File: src/hw/rtl/hlwbd_pkg.sv
// ----------------------------------------------------------------------------
// Heartbeat LED wave and buzzer driver package
// Shared payload types, widths, register indexes and beep phase codes.
// ----------------------------------------------------------------------------
package hlwbd_pkg;

    localparam int TIME_W       = 32;
    localparam int BPM_W        = 12;
    localparam int LED_FIELD_W  = 5;
    localparam int LED_IDX_W    = 3;
    localparam int CFG_IDX_W    = 3;
    localparam int CFG_DATA_W   = 16;

    localparam int DIVIDEND_W   = 20;
    localparam int DIVISOR_W    = 12;
    localparam int DIV_CNT_W    = 5;
    localparam int INTERVAL_W   = 20;
    localparam int SPACING_W    = 18;
    localparam int LO_W         = 20;

    // The LED spacing is one fifth of the beat interval, which equals the
    // quotient of this dividend by the rate.
    localparam logic [DIVIDEND_W-1:0] BEAT_DIVIDEND    = 20'd960000;
    localparam logic [DIVIDEND_W-1:0] SPACING_DIVIDEND = 20'd192000;

    localparam logic [CFG_IDX_W-1:0] REG_ALARM_MS    = 3'd0;
    localparam logic [CFG_IDX_W-1:0] REG_LED_ON_MS   = 3'd1;
    localparam logic [CFG_IDX_W-1:0] REG_BEEP_ON_MS  = 3'd2;
    localparam logic [CFG_IDX_W-1:0] REG_BEEP_GAP_MS = 3'd3;
    localparam logic [CFG_IDX_W-1:0] REG_RATE_MIN    = 3'd4;
    localparam logic [CFG_IDX_W-1:0] REG_RATE_MAX    = 3'd5;

    localparam logic [1:0] PH_FIRST_ON  = 2'd0;
    localparam logic [1:0] PH_GAP       = 2'd1;
    localparam logic [1:0] PH_SECOND_ON = 2'd2;

    typedef struct packed {
        logic [TIME_W-1:0] now_ms;
        logic [BPM_W-1:0]  bpm_q;
        logic              finger_on;
        logic              pulse_request;
    } in_item_t;

    typedef struct packed {
        logic [LED_FIELD_W-1:0] leds;
        logic                   buzzer;
    } out_item_t;

endpackage

File: src/hw/rtl/hlwbd_divider.sv
// ----------------------------------------------------------------------------
// Serial divider
// Restoring radix-2 divider that produces one quotient bit per cycle.
// ----------------------------------------------------------------------------
module hlwbd_divider (
    input  logic                             aclk,
    input  logic                             aresetn,
    input  logic                             start,
    input  logic [hlwbd_pkg::DIVIDEND_W-1:0] dividend,
    input  logic [hlwbd_pkg::DIVISOR_W-1:0]  divisor,
    output logic                             busy,
    output logic [hlwbd_pkg::DIVIDEND_W-1:0] quotient
);
    import hlwbd_pkg::*;

    logic                  busy_reg;
    logic [DIV_CNT_W-1:0]  count_reg;
    logic [DIVIDEND_W-1:0] quo_reg;
    logic [DIVISOR_W-1:0]  rem_reg;
    logic [DIVISOR_W-1:0]  div_reg;
    logic [DIVISOR_W:0]    rem_shift;
    logic [DIVISOR_W:0]    rem_diff;
    logic                  fits;

    assign rem_shift = {rem_reg, quo_reg[DIVIDEND_W-1]};
    assign fits      = rem_shift >= {1'b0, div_reg};
    assign rem_diff  = rem_shift - {1'b0, div_reg};

    always_ff @(posedge aclk) begin
        if (!aresetn) begin
            busy_reg  <= 1'b0;
            count_reg <= '0;
        end else if (busy_reg) begin
            count_reg <= count_reg + 1'b1;
            if (count_reg == DIV_CNT_W'(DIVIDEND_W - 1)) begin
                busy_reg <= 1'b0;
            end
        end else if (start) begin
            busy_reg  <= 1'b1;
            count_reg <= '0;
        end
    end

    always_ff @(posedge aclk) begin
        if (busy_reg) begin
            rem_reg <= fits ? rem_diff[DIVISOR_W-1:0] : rem_shift[DIVISOR_W-1:0];
            quo_reg <= {quo_reg[DIVIDEND_W-2:0], fits};
        end else if (start) begin
            rem_reg <= '0;
            quo_reg <= dividend;
            div_reg <= divisor;
        end
    end

    assign busy     = busy_reg;
    assign quotient = quo_reg;

endmodule

File: src/hw/rtl/heartbeat_led_wave_buzzer_driver_top.sv
// ----------------------------------------------------------------------------
// Heartbeat LED wave and buzzer driver, top level
// Turns each timed heart-rate update into LED wave levels and a buzzer level.
// ----------------------------------------------------------------------------
// An update is taken when the block is idle and produces exactly one result.
// Alarm, no-finger and out-of-range updates go from evaluation straight to
// output. For a valid rate, the beat interval and the LED spacing are each
// computed by twenty steps of one shared serial divider, and the LED windows
// are then checked one LED per cycle. The next update is accepted while an
// earlier result still waits to be transferred.
module heartbeat_led_wave_buzzer_driver_top #(
    parameter int LED_COUNT = 5
) (
    input  logic                             aclk,
    input  logic                             aresetn,
    input  logic                             s_valid,
    output logic                             s_ready,
    input  hlwbd_pkg::in_item_t              s_data,
    output logic                             m_valid,
    input  logic                             m_ready,
    output hlwbd_pkg::out_item_t             m_data,
    input  logic                             cfg_we,
    input  logic [hlwbd_pkg::CFG_IDX_W-1:0]  cfg_index,
    input  logic [hlwbd_pkg::CFG_DATA_W-1:0] cfg_wdata
);
    import hlwbd_pkg::*;

    localparam int NUM_LEDS = (LED_COUNT < LED_FIELD_W) ? LED_COUNT : LED_FIELD_W;

    typedef enum logic [7:0] {
        S_IDLE = 8'b0000_0001,
        S_EVAL = 8'b0000_0010,
        S_DIV1 = 8'b0000_0100,
        S_BEAT = 8'b0000_1000,
        S_BEEP = 8'b0001_0000,
        S_DIV2 = 8'b0010_0000,
        S_LED  = 8'b0100_0000,
        S_OUT  = 8'b1000_0000
    } state_t;

    state_t state_reg;

    logic [15:0] alarm_ms_reg;
    logic [11:0] led_on_ms_reg;
    logic [9:0]  beep_on_ms_reg;
    logic [9:0]  beep_gap_ms_reg;
    logic [7:0]  rate_min_reg;
    logic [7:0]  rate_max_reg;

    in_item_t    item_reg;
    logic        finger_before_reg;
    logic        alarm_on_reg;
    logic [TIME_W-1:0] alarm_start_reg;
    logic [TIME_W-1:0] beat_time_reg;
    logic        beep_active_reg;
    logic [1:0]  beep_phase_reg;
    logic [TIME_W-1:0] beep_mark_reg;
    logic        pulse_pending_reg;
    logic        buzzer_reg;

    logic [INTERVAL_W-1:0]  interval_reg;
    logic [SPACING_W-1:0]   spacing_reg;
    logic [LO_W-1:0]        lo_reg;
    logic [LED_IDX_W-1:0]   led_idx_reg;
    logic [LED_FIELD_W-1:0] leds_reg;

    logic        m_valid_reg;
    out_item_t   m_data_reg;

    logic                  div_start;
    logic [DIVIDEND_W-1:0] div_dividend;
    logic [DIVISOR_W-1:0]  div_divisor;
    logic                  div_busy;
    logic [DIVIDEND_W-1:0] div_quotient;

    logic              finger_fell;
    logic              pulse_now;
    logic [TIME_W-1:0] alarm_elapsed;
    logic              rate_ok;
    logic [TIME_W-1:0] since_beat;
    logic [TIME_W-1:0] beep_elapsed;
    logic [LO_W:0]     hi_sum;
    logic              led_hit;
    logic              out_free;

    hlwbd_divider u_divider (
        .aclk     (aclk),
        .aresetn  (aresetn),
        .start    (div_start),
        .dividend (div_dividend),
        .divisor  (div_divisor),
        .busy     (div_busy),
        .quotient (div_quotient)
    );

    assign finger_fell   = finger_before_reg && !item_reg.finger_on;
    assign pulse_now     = pulse_pending_reg || item_reg.pulse_request;
    assign alarm_elapsed = finger_fell ? '0 : item_reg.now_ms - alarm_start_reg;
    assign rate_ok       = (item_reg.bpm_q != '0)
                        && (item_reg.bpm_q >= {rate_min_reg, 4'b0000})
                        && (item_reg.bpm_q <= {rate_max_reg, 4'b0000});
    assign since_beat    = item_reg.now_ms - beat_time_reg;
    assign beep_elapsed  = item_reg.now_ms - beep_mark_reg;
    assign hi_sum        = {1'b0, lo_reg} + (LO_W + 1)'(led_on_ms_reg);
    assign led_hit       = (since_beat >= TIME_W'(lo_reg)) && (since_beat < TIME_W'(hi_sum));
    assign out_free      = !m_valid_reg || m_ready;

    always_comb begin
        div_start    = 1'b0;
        div_dividend = BEAT_DIVIDEND;
        div_divisor  = item_reg.bpm_q;
        if (state_reg == S_EVAL) begin
            div_start = !alarm_on_reg && !finger_fell && item_reg.finger_on && rate_ok;
        end else if (state_reg == S_DIV1 && !div_busy) begin
            div_start    = 1'b1;
            div_dividend = SPACING_DIVIDEND;
        end
    end

    always_ff @(posedge aclk) begin
        if (!aresetn) begin
            alarm_ms_reg    <= 16'd7000;
            led_on_ms_reg   <= 12'd120;
            beep_on_ms_reg  <= 10'd100;
            beep_gap_ms_reg <= 10'd50;
            rate_min_reg    <= 8'd20;
            rate_max_reg    <= 8'd200;
        end else if (cfg_we) begin
            unique case (cfg_index)
                REG_ALARM_MS:    alarm_ms_reg    <= cfg_wdata;
                REG_LED_ON_MS:   led_on_ms_reg   <= cfg_wdata[11:0];
                REG_BEEP_ON_MS:  beep_on_ms_reg  <= cfg_wdata[9:0];
                REG_BEEP_GAP_MS: beep_gap_ms_reg <= cfg_wdata[9:0];
                REG_RATE_MIN:    rate_min_reg    <= cfg_wdata[7:0];
                REG_RATE_MAX:    rate_max_reg    <= cfg_wdata[7:0];
                default: ;
            endcase
        end
    end

    always_ff @(posedge aclk) begin
        if (!aresetn) begin
            state_reg         <= S_IDLE;
            finger_before_reg <= 1'b0;
            alarm_on_reg      <= 1'b0;
            alarm_start_reg   <= '0;
            beat_time_reg     <= '0;
            beep_active_reg   <= 1'b0;
            beep_phase_reg    <= PH_FIRST_ON;
            beep_mark_reg     <= '0;
            pulse_pending_reg <= 1'b0;
            buzzer_reg        <= 1'b0;
        end else begin
            unique case (state_reg)
                S_IDLE: begin
                    if (s_valid) begin
                        item_reg  <= s_data;
                        state_reg <= S_EVAL;
                    end
                end
                S_EVAL: begin
                    pulse_pending_reg <= pulse_now;
                    finger_before_reg <= item_reg.finger_on;
                    if (finger_fell) begin
                        alarm_start_reg <= item_reg.now_ms;
                    end
                    if (alarm_on_reg || finger_fell) begin
                        alarm_on_reg    <= alarm_elapsed < TIME_W'(alarm_ms_reg);
                        buzzer_reg      <= alarm_elapsed < TIME_W'(alarm_ms_reg);
                        beep_active_reg <= 1'b0;
                        leds_reg        <= '0;
                        state_reg       <= S_OUT;
                    end else if (!item_reg.finger_on) begin
                        buzzer_reg      <= 1'b0;
                        beep_active_reg <= 1'b0;
                        leds_reg        <= '0;
                        state_reg       <= S_OUT;
                    end else if (!rate_ok) begin
                        buzzer_reg      <= 1'b0;
                        beep_active_reg <= 1'b0;
                        leds_reg        <= LED_FIELD_W'(1);
                        state_reg       <= S_OUT;
                    end else begin
                        leds_reg  <= '0;
                        state_reg <= S_DIV1;
                    end
                end
                S_DIV1: begin
                    if (!div_busy) begin
                        interval_reg <= div_quotient;
                        state_reg    <= S_BEAT;
                    end
                end
                S_BEAT: begin
                    if (pulse_pending_reg || since_beat >= TIME_W'(interval_reg)) begin
                        pulse_pending_reg <= 1'b0;
                        beat_time_reg     <= item_reg.now_ms;
                        beep_active_reg   <= 1'b1;
                        beep_mark_reg     <= item_reg.now_ms;
                        beep_phase_reg    <= PH_FIRST_ON;
                        buzzer_reg        <= 1'b1;
                    end
                    state_reg <= S_BEEP;
                end
                S_BEEP: begin
                    if (beep_active_reg) begin
                        case (beep_phase_reg)
                            PH_FIRST_ON: begin
                                if (beep_elapsed >= TIME_W'(beep_on_ms_reg)) begin
                                    buzzer_reg     <= 1'b0;
                                    beep_phase_reg <= PH_GAP;
                                    beep_mark_reg  <= item_reg.now_ms;
                                end
                            end
                            PH_GAP: begin
                                if (beep_elapsed >= TIME_W'(beep_gap_ms_reg)) begin
                                    buzzer_reg     <= 1'b1;
                                    beep_phase_reg <= PH_SECOND_ON;
                                    beep_mark_reg  <= item_reg.now_ms;
                                end
                            end
                            PH_SECOND_ON: begin
                                if (beep_elapsed >= TIME_W'(beep_on_ms_reg)) begin
                                    buzzer_reg      <= 1'b0;
                                    beep_active_reg <= 1'b0;
                                end
                            end
                            default: ;
                        endcase
                    end
                    state_reg <= S_DIV2;
                end
                S_DIV2: begin
                    if (!div_busy) begin
                        spacing_reg <= div_quotient[SPACING_W-1:0];
                        lo_reg      <= '0;
                        led_idx_reg <= '0;
                        state_reg   <= S_LED;
                    end
                end
                S_LED: begin
                    leds_reg[led_idx_reg] <= led_hit;
                    lo_reg      <= lo_reg + LO_W'(spacing_reg);
                    led_idx_reg <= led_idx_reg + 1'b1;
                    if (led_idx_reg == LED_IDX_W'(NUM_LEDS - 1)) begin
                        state_reg <= S_OUT;
                    end
                end
                S_OUT: begin
                    if (out_free) begin
                        state_reg <= S_IDLE;
                    end
                end
                default: state_reg <= S_IDLE;
            endcase
        end
    end

    always_ff @(posedge aclk) begin
        if (!aresetn) begin
            m_valid_reg <= 1'b0;
        end else if (state_reg == S_OUT && out_free) begin
            m_valid_reg <= 1'b1;
        end else if (m_ready) begin
            m_valid_reg <= 1'b0;
        end
    end

    always_ff @(posedge aclk) begin
        if (state_reg == S_OUT && out_free) begin
            m_data_reg <= {leds_reg, buzzer_reg};
        end
    end

    assign s_ready = (state_reg == S_IDLE);
    assign m_valid = m_valid_reg;
    assign m_data  = m_data_reg;

endmodule
File: config.mk
export PLATFORM = sky130hd
export DESIGN_NAME = heartbeat_led_wave_buzzer_driver_top
export DESIGN_NICKNAME = d
export VERILOG_FILES = /design/src/hw/rtl/hlwbd_pkg.sv /design/src/hw/rtl/hlwbd_divider.sv /design/src/hw/rtl/heartbeat_led_wave_buzzer_driver_top.sv
export SDC_FILE = /design/constraint.sdc
export NUM_CORES = 1
export LEC_CHECK = 0
export ABC_AREA = 0
export BUFFER_PORTS_ARGS = -buffer_cell sky130_fd_sc_hd__buf_2
export CORE_MARGIN = 2
export CORE_UTILIZATION = 45
export DETAILED_ROUTE_END_ITERATION = 12
export PLACE_DENSITY_LB_ADDON = 0.1
export SYNTH_ARGS = -nofsm -noshare
export SYNTH_HDL_FRONTEND = slang
export SYNTH_SLANG_ARGS = --single-unit
File: constraint.sdc
create_clock -name aclk -period 14.3 [get_ports aclk]
set_input_delay 4.29 -clock aclk [delete_from_list [all_inputs] [get_ports aclk]]
set_output_delay 4.29 -clock aclk [all_outputs]
set_load 0.02 [all_outputs]
==> results by group, run 1 <==
Outcome
  – Status: finished clean

Logic synthesis
  – Synth Area in XOR/XNOR: between 4 and 5%
  – Complex-gate fraction of the synthesized area: ~18%
  – Yosys cell types: 90
  – Post-synth top flop: dfxtp_1
  – Adder-cell share of the synthesized area: 14.2%
  – Synth Area in Simple Gates: between 10% and 20%
  – Syn nets: 2,906
  – Multiplexer share of the synthesized area: 3.22%
  – Post-Synthesis Cells: 2,581
  – Largest family of logic cells by synthesized area: compound AO/OA/AOI/OAI gates
  – Post-synth EDFFs: between 150 and 200
  – Yosys warns: 0
  – Avg Synthesized Cell Area: 8.82 um2
  – Register area share after synthesis: 37.4%
  – Yosys reg bits: 344
  – Syn Std Cell Area: 22,800 um2
  – Async set-reset flop share out of synthesis: 0%

Setup path
  – CP startpoint kind: flip-flop
  – Critical path's top delay family: simple AND/OR/NAND/NOR gates
  – Crit-path slowest cell: or4_1
  – Crit-path cells: or4_1 -> nor3_1 -> nand3b_1 -> inv_1 -> buf_2
  – Crit Path Max Fanout: 6
  – Required @ worst endpoint: approximately 10 ns
  – Crit-path max cell delay: about 0.57 ns
  – Critical path class: reg2out
  – CP Buf/Inv Count: 2
  – CP Data Arrival Time: 2.27 ns
  – Setup crit end kind: output pin

Global route
  – First-pass GRT wire length: 95,300 um
  – Vias in the first global route: 17.8k
  – Tot GR Track Use: 22.5%
  – Overflow after GRT: 0
  – Pin count of the biggest net entering global routing: 87
  – Antenna violations before repair: 0

Clocking
  – Clock Path Buffers: 3
  – # H-tree levels: 2
  – Clock latency on the worst-skew pair: 0.58 ns
  – Post-CTS Resized: 0
  – CTS Buf Count: ~40
  – Worst-path clk slew: 0.06 ns
  – Setup repair bufs after CTS: 0
  – Clock root buffer: clkbuf_16
  – Clk sinks: 344
  – CTS tree: built
  – CTS Hold Bufs: 0

Routing
  – Metal-1 WL: 29,100 um
  – Routed Antenna Nets: 0
  – Routed wl met3: between 2000 and 3000 um
  – Routed via count: 18.4k
  – Top layer in use: met4
  – Routed wire length: 59,100 um
  – DRT iter0 DRCs: approximately 1.2k
  – Detailed-route wire length per cell: roughly 18 um
  – Post-DR vias/cell: 5.52
  – DRC viols: 0
  – Met2 WL: 26,000 um
  – DRT Pass-1 Iters: 7

Job
  – # Max-Cap Violations: 0

Final layout
  – Number of fill cells in the layout: 4,740
  – Area growth, synth to finish: 10.0%
  – Final cell count without fillers: 3,332
  – Fin nets: 2,952
  – Flip-flop and latch area: 8510 um2
  – Multi-input gate area: 12,900 um2
  – Max reg flops: 34
  – Post-route cell area: 25,100 um2
  – N_diodes: 0
  – Most frequent cells in the layout: nand2_1, inv_1, ha_1, a21oi_1, dfxtp_1
  – Most common cell after layout, fill and taps aside: nand2_1
  – Share of layout cells above drive strength 1: 7.29%

Die
  – Top-level I/O count: 78
  – Starting Density: between 40% and 50%
  – Die area: 52,400 um2
  – Die W: ~230 um
  – Die Ht: about 230 um
  – # rows: 82
  – Core Area: 50,100 um2

Timing
  – Period utilization: 45.9%
  – Relative max-transition margin: 18.0%
  – Layout Skew: 0.0322 ns
  – Final Max Tran Viols: 0
  – Final setup fails: 0
  – Least-Margin Pin Slew: about 1.2 ns
  – Sum Neg Setup Slack: 0 ns
  – Hold Fails Final Rpt: 0
  – RSZ-0062 raised after global routing: false
  – Max frequency: 152 MHz
  – Min cycle time layout: 6.56 ns

Hold path
  – Worst Hold Class: reg2reg

Place
  – GPL Wtd Cong: 0.883
  – Placed Cells: 3,256
  – Port-buffer cells: just under 80
  – DP HPWL: ~45,000 um
  – Placed instance area: 23,700 um2

Power and ir drop
  – PD cells: slightly below 100 nW/um2
  – Max rail drop VDD: 0.0000854 V
  – Lkg Pwr: 0.0101 uW
-- synth_stat cells (9+ instances only) --
| cell type | n | area share, % |
|---|---|---|
| a2111oi_0 | 9 | 0.35 |
| a211o_1 | 9 | 0.35 |
| a211oi_1 | 22 | 0.73 |
| a21o_1 | 73 | 2.4 |
| a21oi_1 | 221 | 4.9 |
| a31oi_1 | 22 | 0.60 |
| and2_1 | 26 | 0.71 |
| and3_1 | 17 | 0.47 |
| clkbuf_1 | 77 | 1.3 |
| dfxtp_1 | 182 | 16 |
| edfxtp_1 | 162 | 21 |
| ha_1 | 249 | 14 |
| inv_1 | 261 | 4.3 |
| mux2i_1 | 71 | 3.1 |
| nand2_1 | 346 | 5.7 |
| nand2b_1 | 35 | 0.96 |
| nand3_1 | 41 | 0.90 |
| nand3b_1 | 13 | 0.43 |
| nand4_1 | 32 | 0.88 |
| nor2_1 | 175 | 2.9 |
| nor2b_1 | 25 | 0.69 |
| nor3_1 | 44 | 0.97 |
| o211ai_1 | 37 | 1.2 |
| o21a_1 | 39 | 1.3 |
| o21ai_0 | 92 | 2.0 |
| or3_1 | 14 | 0.38 |
| or4_1 | 9 | 0.30 |
| xnor2_1 | 71 | 2.7 |
| xor2_1 | 35 | 1.3 |
-- worst paths after layout --
kind | from | end | slack [ns] | cells after the start
worst max-delay path | state_reg[1]$_SDFFE_PN0P_ | s_ready | 7.74 | 5
worst min-delay path | div_divisor[0]$_DFFE_PP_ | u_divider.div_reg[0]$_DFFE_PP_ | 0.44 | 0
worst max register to register | item_reg[14]$_DFFE_PP_ | buzzer_reg$_SDFFE_PN0P_ | 7.87 | 27
worst min register to register | div_divisor[0]$_DFFE_PP_ | u_divider.div_reg[0]$_DFFE_PP_ | 0.44 | 0
-- kinds of logic (layout without fill, tap and decap cells) --
logic type | after synthesis | after routing
flip-flops | 344 | 344
buffers and inverters | 350 | 429
adder cells (fa/ha/maj) | 255 | 255
AO/OA/AOI/OAI | 636 | 636
multiplexers | 73 | 73
AND/OR/NAND/NOR | 817 | 817
XOR/XNOR | 106 | 106
-- where the power goes --
| group | total, uW | internal [uW] | switching, uW |
|---|---|---|---|
| clock | 1050 | 612 | 435 |
| sequential | 1060 | 1040 | 19.7 |
| combinational | 304 | 119 | 185 |
-- layer usage --
layer,vias to the layer above,track usage (%)
met5,-,0
li1,9227,-
met1,8711,32.8
met4,0,5.19
met3,64,2.74
met2,382,35.5
-- through the flow --
step	total power (uW)	util, %	setup slack [ns]	hold WS (ns)
after detailed placement	1380	47.4	7.75	0.434
after global routing	2520	50.1	7.39	0.449
final	2410	50.1	7.74	0.445
after CTS	2440	50.1	7.71	0.444
after global placement	1380	47.4	7.83	0.431
after floorplan	1290	-	7.83	0.400
-- area by class of cell --
type / count / share of cell area (%)
clock buffer: 62 / 4.86
tap: 672 / 3.35
inverter: 262 / 3.93
timing repair buffer: 91 / 1.97
sequential: 344 / 33.9
clock inverter: 14 / 0.539
multi-input combinational: 1887 / 51.4
-- worst register-to-register path: cells and delay by family, from the launching register on --
| kind | cells | cell delay (ns) |
|---|---|---|
| adder cells (fa/ha/maj) | 3 | 0.91 |
| AND/OR/NAND/NOR | 8 | 1.93 |
| buffers and inverters | 2 | 0.22 |
| AO/OA/AOI/OAI | 13 | 2.67 |
| flip-flops | 1 | 0.40 |
| XOR/XNOR | 1 | 0.23 |
No activity file was read; power rests on OpenSTA's default activity.
==> run 2, diff against run 1 <==
- clock period: 14.3 -> 6.43 ns (I/O delays scaled with it)
==> run 2 against run 1 <==
Against the previous run: clock skew shrank 0.013 ns; global-route usage grew 0.40 points; non-clock buffer count grew 10; combinational power grew 130%; final area grew 0.34%; die area is the same; critical endpoint is now buzzer_reg$_SDFFE_PN0P_.
==> results by group, run 2 (synthesis results as in run 1) <==
Hold path
  – Hold Crit Endpoint: m_data[1]$_DFFE_PP_
  – Worst Hold Class: reg2reg
  – Critical hold path startpoint: leds_reg[0]$_DFFE_PP_
  – Hold path cells: 0 (unchanged)

Place
  – Post-place setup slack: 0.574 ns (-7.18 ns)
  – GPL Wtd Cong: 0.942 (+6.6%)
  – Placed Cells: 3,266 (+0.31%)
  – Port-buffer cells: 77 (unchanged)
  – DP HPWL: 45,600 um (+1.1%)

Die
  – Die Ht: 229 um (unchanged)
  – Die area: 52,400 um2 (unchanged)
  – Core Area: 50,100 um2 (unchanged)
  – Top-level I/O count: 78 (unchanged)
  – # rows: 82 (unchanged)
  – Die W: 229 um (unchanged)
  – Starting Density: 45.5% (unchanged)

Setup path
  – R2R Path End: buzzer_reg$_SDFFE_PN0P_
  – Critical path class: reg2reg
  – Crit-path max cell delay: 0.41 ns (-0.16 ns)
  – Worst reg-to-reg setup slack: 0.50 ns (-7.37 ns)
  – Setup crit end kind: flip-flop
  – CP Data Arrival Time: 6.44 ns (+4.17 ns)
  – Crit-path slowest cell: or4_1
  – CP startpoint kind: flip-flop
  – R2R depth: 28 (+3.7%)
  – Worst reg2reg path startpoint: item_reg[14]$_DFFE_PP_
  – Crit Path Max Fanout: 4 (-2)
  – Required @ worst endpoint: 6.94 ns (-3.07 ns)

Timing
  – Hold Fails Final Rpt: 0 (unchanged)
  – Final Max Tran Viols: 0 (unchanged)
  – Period utilization: 92.3%
  – Sum Neg Setup Slack: 0 ns (unchanged)
  – Max frequency: 168 MHz
  – RSZ-0062 raised after global routing: false
  – Layout Skew: 0.0189 ns (-0.0133 ns)
  – Min cycle time layout: approximately 5.9 ns
  – Relative max-transition margin: 21.9% (+4.0 points)
  – Final worst setup slack: 0.495 ns (-7.25 ns)
  – Least-Margin Pin Slew: 1.17 ns (-0.0593 ns)
  – Final setup fails: 0 (unchanged)

Power and ir drop
  – Psw: 1430 uW (+120%)
  – Clock network fraction of total power: 43.7% (+0.3 points)
  – Sw frac: 26.5% (about the same)
  – PD cells: 215 nW/um2 (+120%)
  – Combinational share of power: 12.7% (about the same)
  – Part of the power in registers: 43.6% (-0.4 points)
  – Total power: 5410 uW (+120%)
  – Lkg Pwr: 0.0101 uW (+0.50%)
  – Pint: 3980 uW (+120%)
  – Max rail drop VDD: 0.000193 V (+130%)

Final layout
  – Area growth, synth to finish: 10.4%
  – Max reg flops: 34 (unchanged)
  – Most frequent cells in the layout: nand2_1, inv_1, ha_1, a21oi_1, dfxtp_1
  – Fin nets: 2,963 (+0.37%)
  – Most common cell after layout, fill and taps aside: nand2_1
  – Share of layout cells above drive strength 1: 7.56% (+0.27 points)
  – Final cell count without fillers: 3,344 (+0.36%)
  – N_diodes: 0 (unchanged)

Global route
  – Antenna violations before repair: 0 (unchanged)
  – Vias in the first global route: 18.2k (+2.2%)
  – First-pass GRT wire length: 96,700 um (+1.4%)
  – Overflow after GRT: 0 (unchanged)
  – Pin count of the biggest net entering global routing: 83 (-4.6%)
  – Tot GR Track Use: 22.9% (+0.40 points)

Job
  – # Max-Cap Violations: 0 (unchanged)

Routing
  – Routed via count: 18.5k (+0.85%)
  – Routed wire length: 59,900 um (+1.3%)
  – Detailed-route wire length per cell: 17.9 um (+0.93%)
  – Post-DR vias/cell: 5.54 (+0.49%)
  – DRT iter0 DRCs: 1,057 (-10%)
  – Routed Antenna Nets: 0 (unchanged)
  – DRC viols: 0 (unchanged)
  – DRT Pass-1 Iters: 5 (-2)

Clocking
  – # H-tree levels: 2 (unchanged)
  – Clock root buffer: clkbuf_16
  – CTS tree: built
  – Post-CTS Resized: 0 (unchanged)
  – CTS Hold Bufs: 0 (unchanged)
  – Setup repair bufs after CTS: 0 (unchanged)
  – Clock latency on the worst-skew pair: 0.58 ns (about the same)
  – Clock Path Buffers: 3 (unchanged)
  – Clk sinks: 344 (unchanged)
  – CTS Buf Count: 42 (+2.4%)
  – Worst-path clk slew: 0.06 ns (about the same)

Outcome
  – Status: finished clean
==> run 2: worst max-delay path by stage <==
| stage | endpoint | depth (start not counted) | from |
|---|---|---|---|
| after floorplan | buzzer_reg$_SDFFE_PN0P_ | 27 | item_reg[14]$_DFFE_PP_ |
| after global placement | buzzer_reg$_SDFFE_PN0P_ | 28 | item_reg[14]$_DFFE_PP_ |
| after detailed placement | buzzer_reg$_SDFFE_PN0P_ | 28 | item_reg[14]$_DFFE_PP_ |
| after CTS | buzzer_reg$_SDFFE_PN0P_ | 28 | item_reg[14]$_DFFE_PP_ |
| after global routing | buzzer_reg$_SDFFE_PN0P_ | 28 | item_reg[14]$_DFFE_PP_ |
| final | buzzer_reg$_SDFFE_PN0P_ | 28 | item_reg[14]$_DFFE_PP_ |
==> run 2: critical path, delay by kind of cell (launching register included) <==
family          cells  cell delay, ns
compound gates     13            2.55
xor+xnor            1            0.16
fa+ha+maj           3            0.91
buf+inv             3            0.43
flops               1            0.40
simple gates        8            1.42
==> run 2: metrics by stage <==
step                hold slack (ns)  utilization, %  area (um2)
floorplan                     0.400               -       22800
global placement              0.427            47.5       23800
detailed placement            0.421            47.5       23800
CTS                           0.434            50.2       25200
global route                  0.438            50.2       25200
finish                        0.427            50.2       25200
==> run 2: final cells by class <==
cell class | count | area [um2]
flip-flops and latches | 344 | 8510
repair buffers | 101 | 568
well taps | 672 | 841
clock buffers | 63 | 1210
multi-input cells | 1887 | 12900
inverters | 262 | 986
clock inverters | 15 | 149
fillers | 4866 | 24900
==> run 2: routing by layer <==
metal / vias up / share of wire, % / global-route usage [%] / wire length [um]
met3: 98 / 5.1 / 3.39 / 3040
met2: 446 / 44 / 36.1 / 26200
met5: - / 0 / 0 / 0
met4: 0 / 2.6 / 6.74 / 1580
met1: 8753 / 48 / 32.5 / 29000
li1: 9243 / - / - / -
==> run 2: power by group through the flow <==
stage	registers, uW	clock network, uW	logic [uW]
floorplan	2390	0	484
global placement	2410	0	665
detailed placement	2410	0	677
CTS	2360	2430	682
global route	2360	2510	765
finish	2360	2360	685
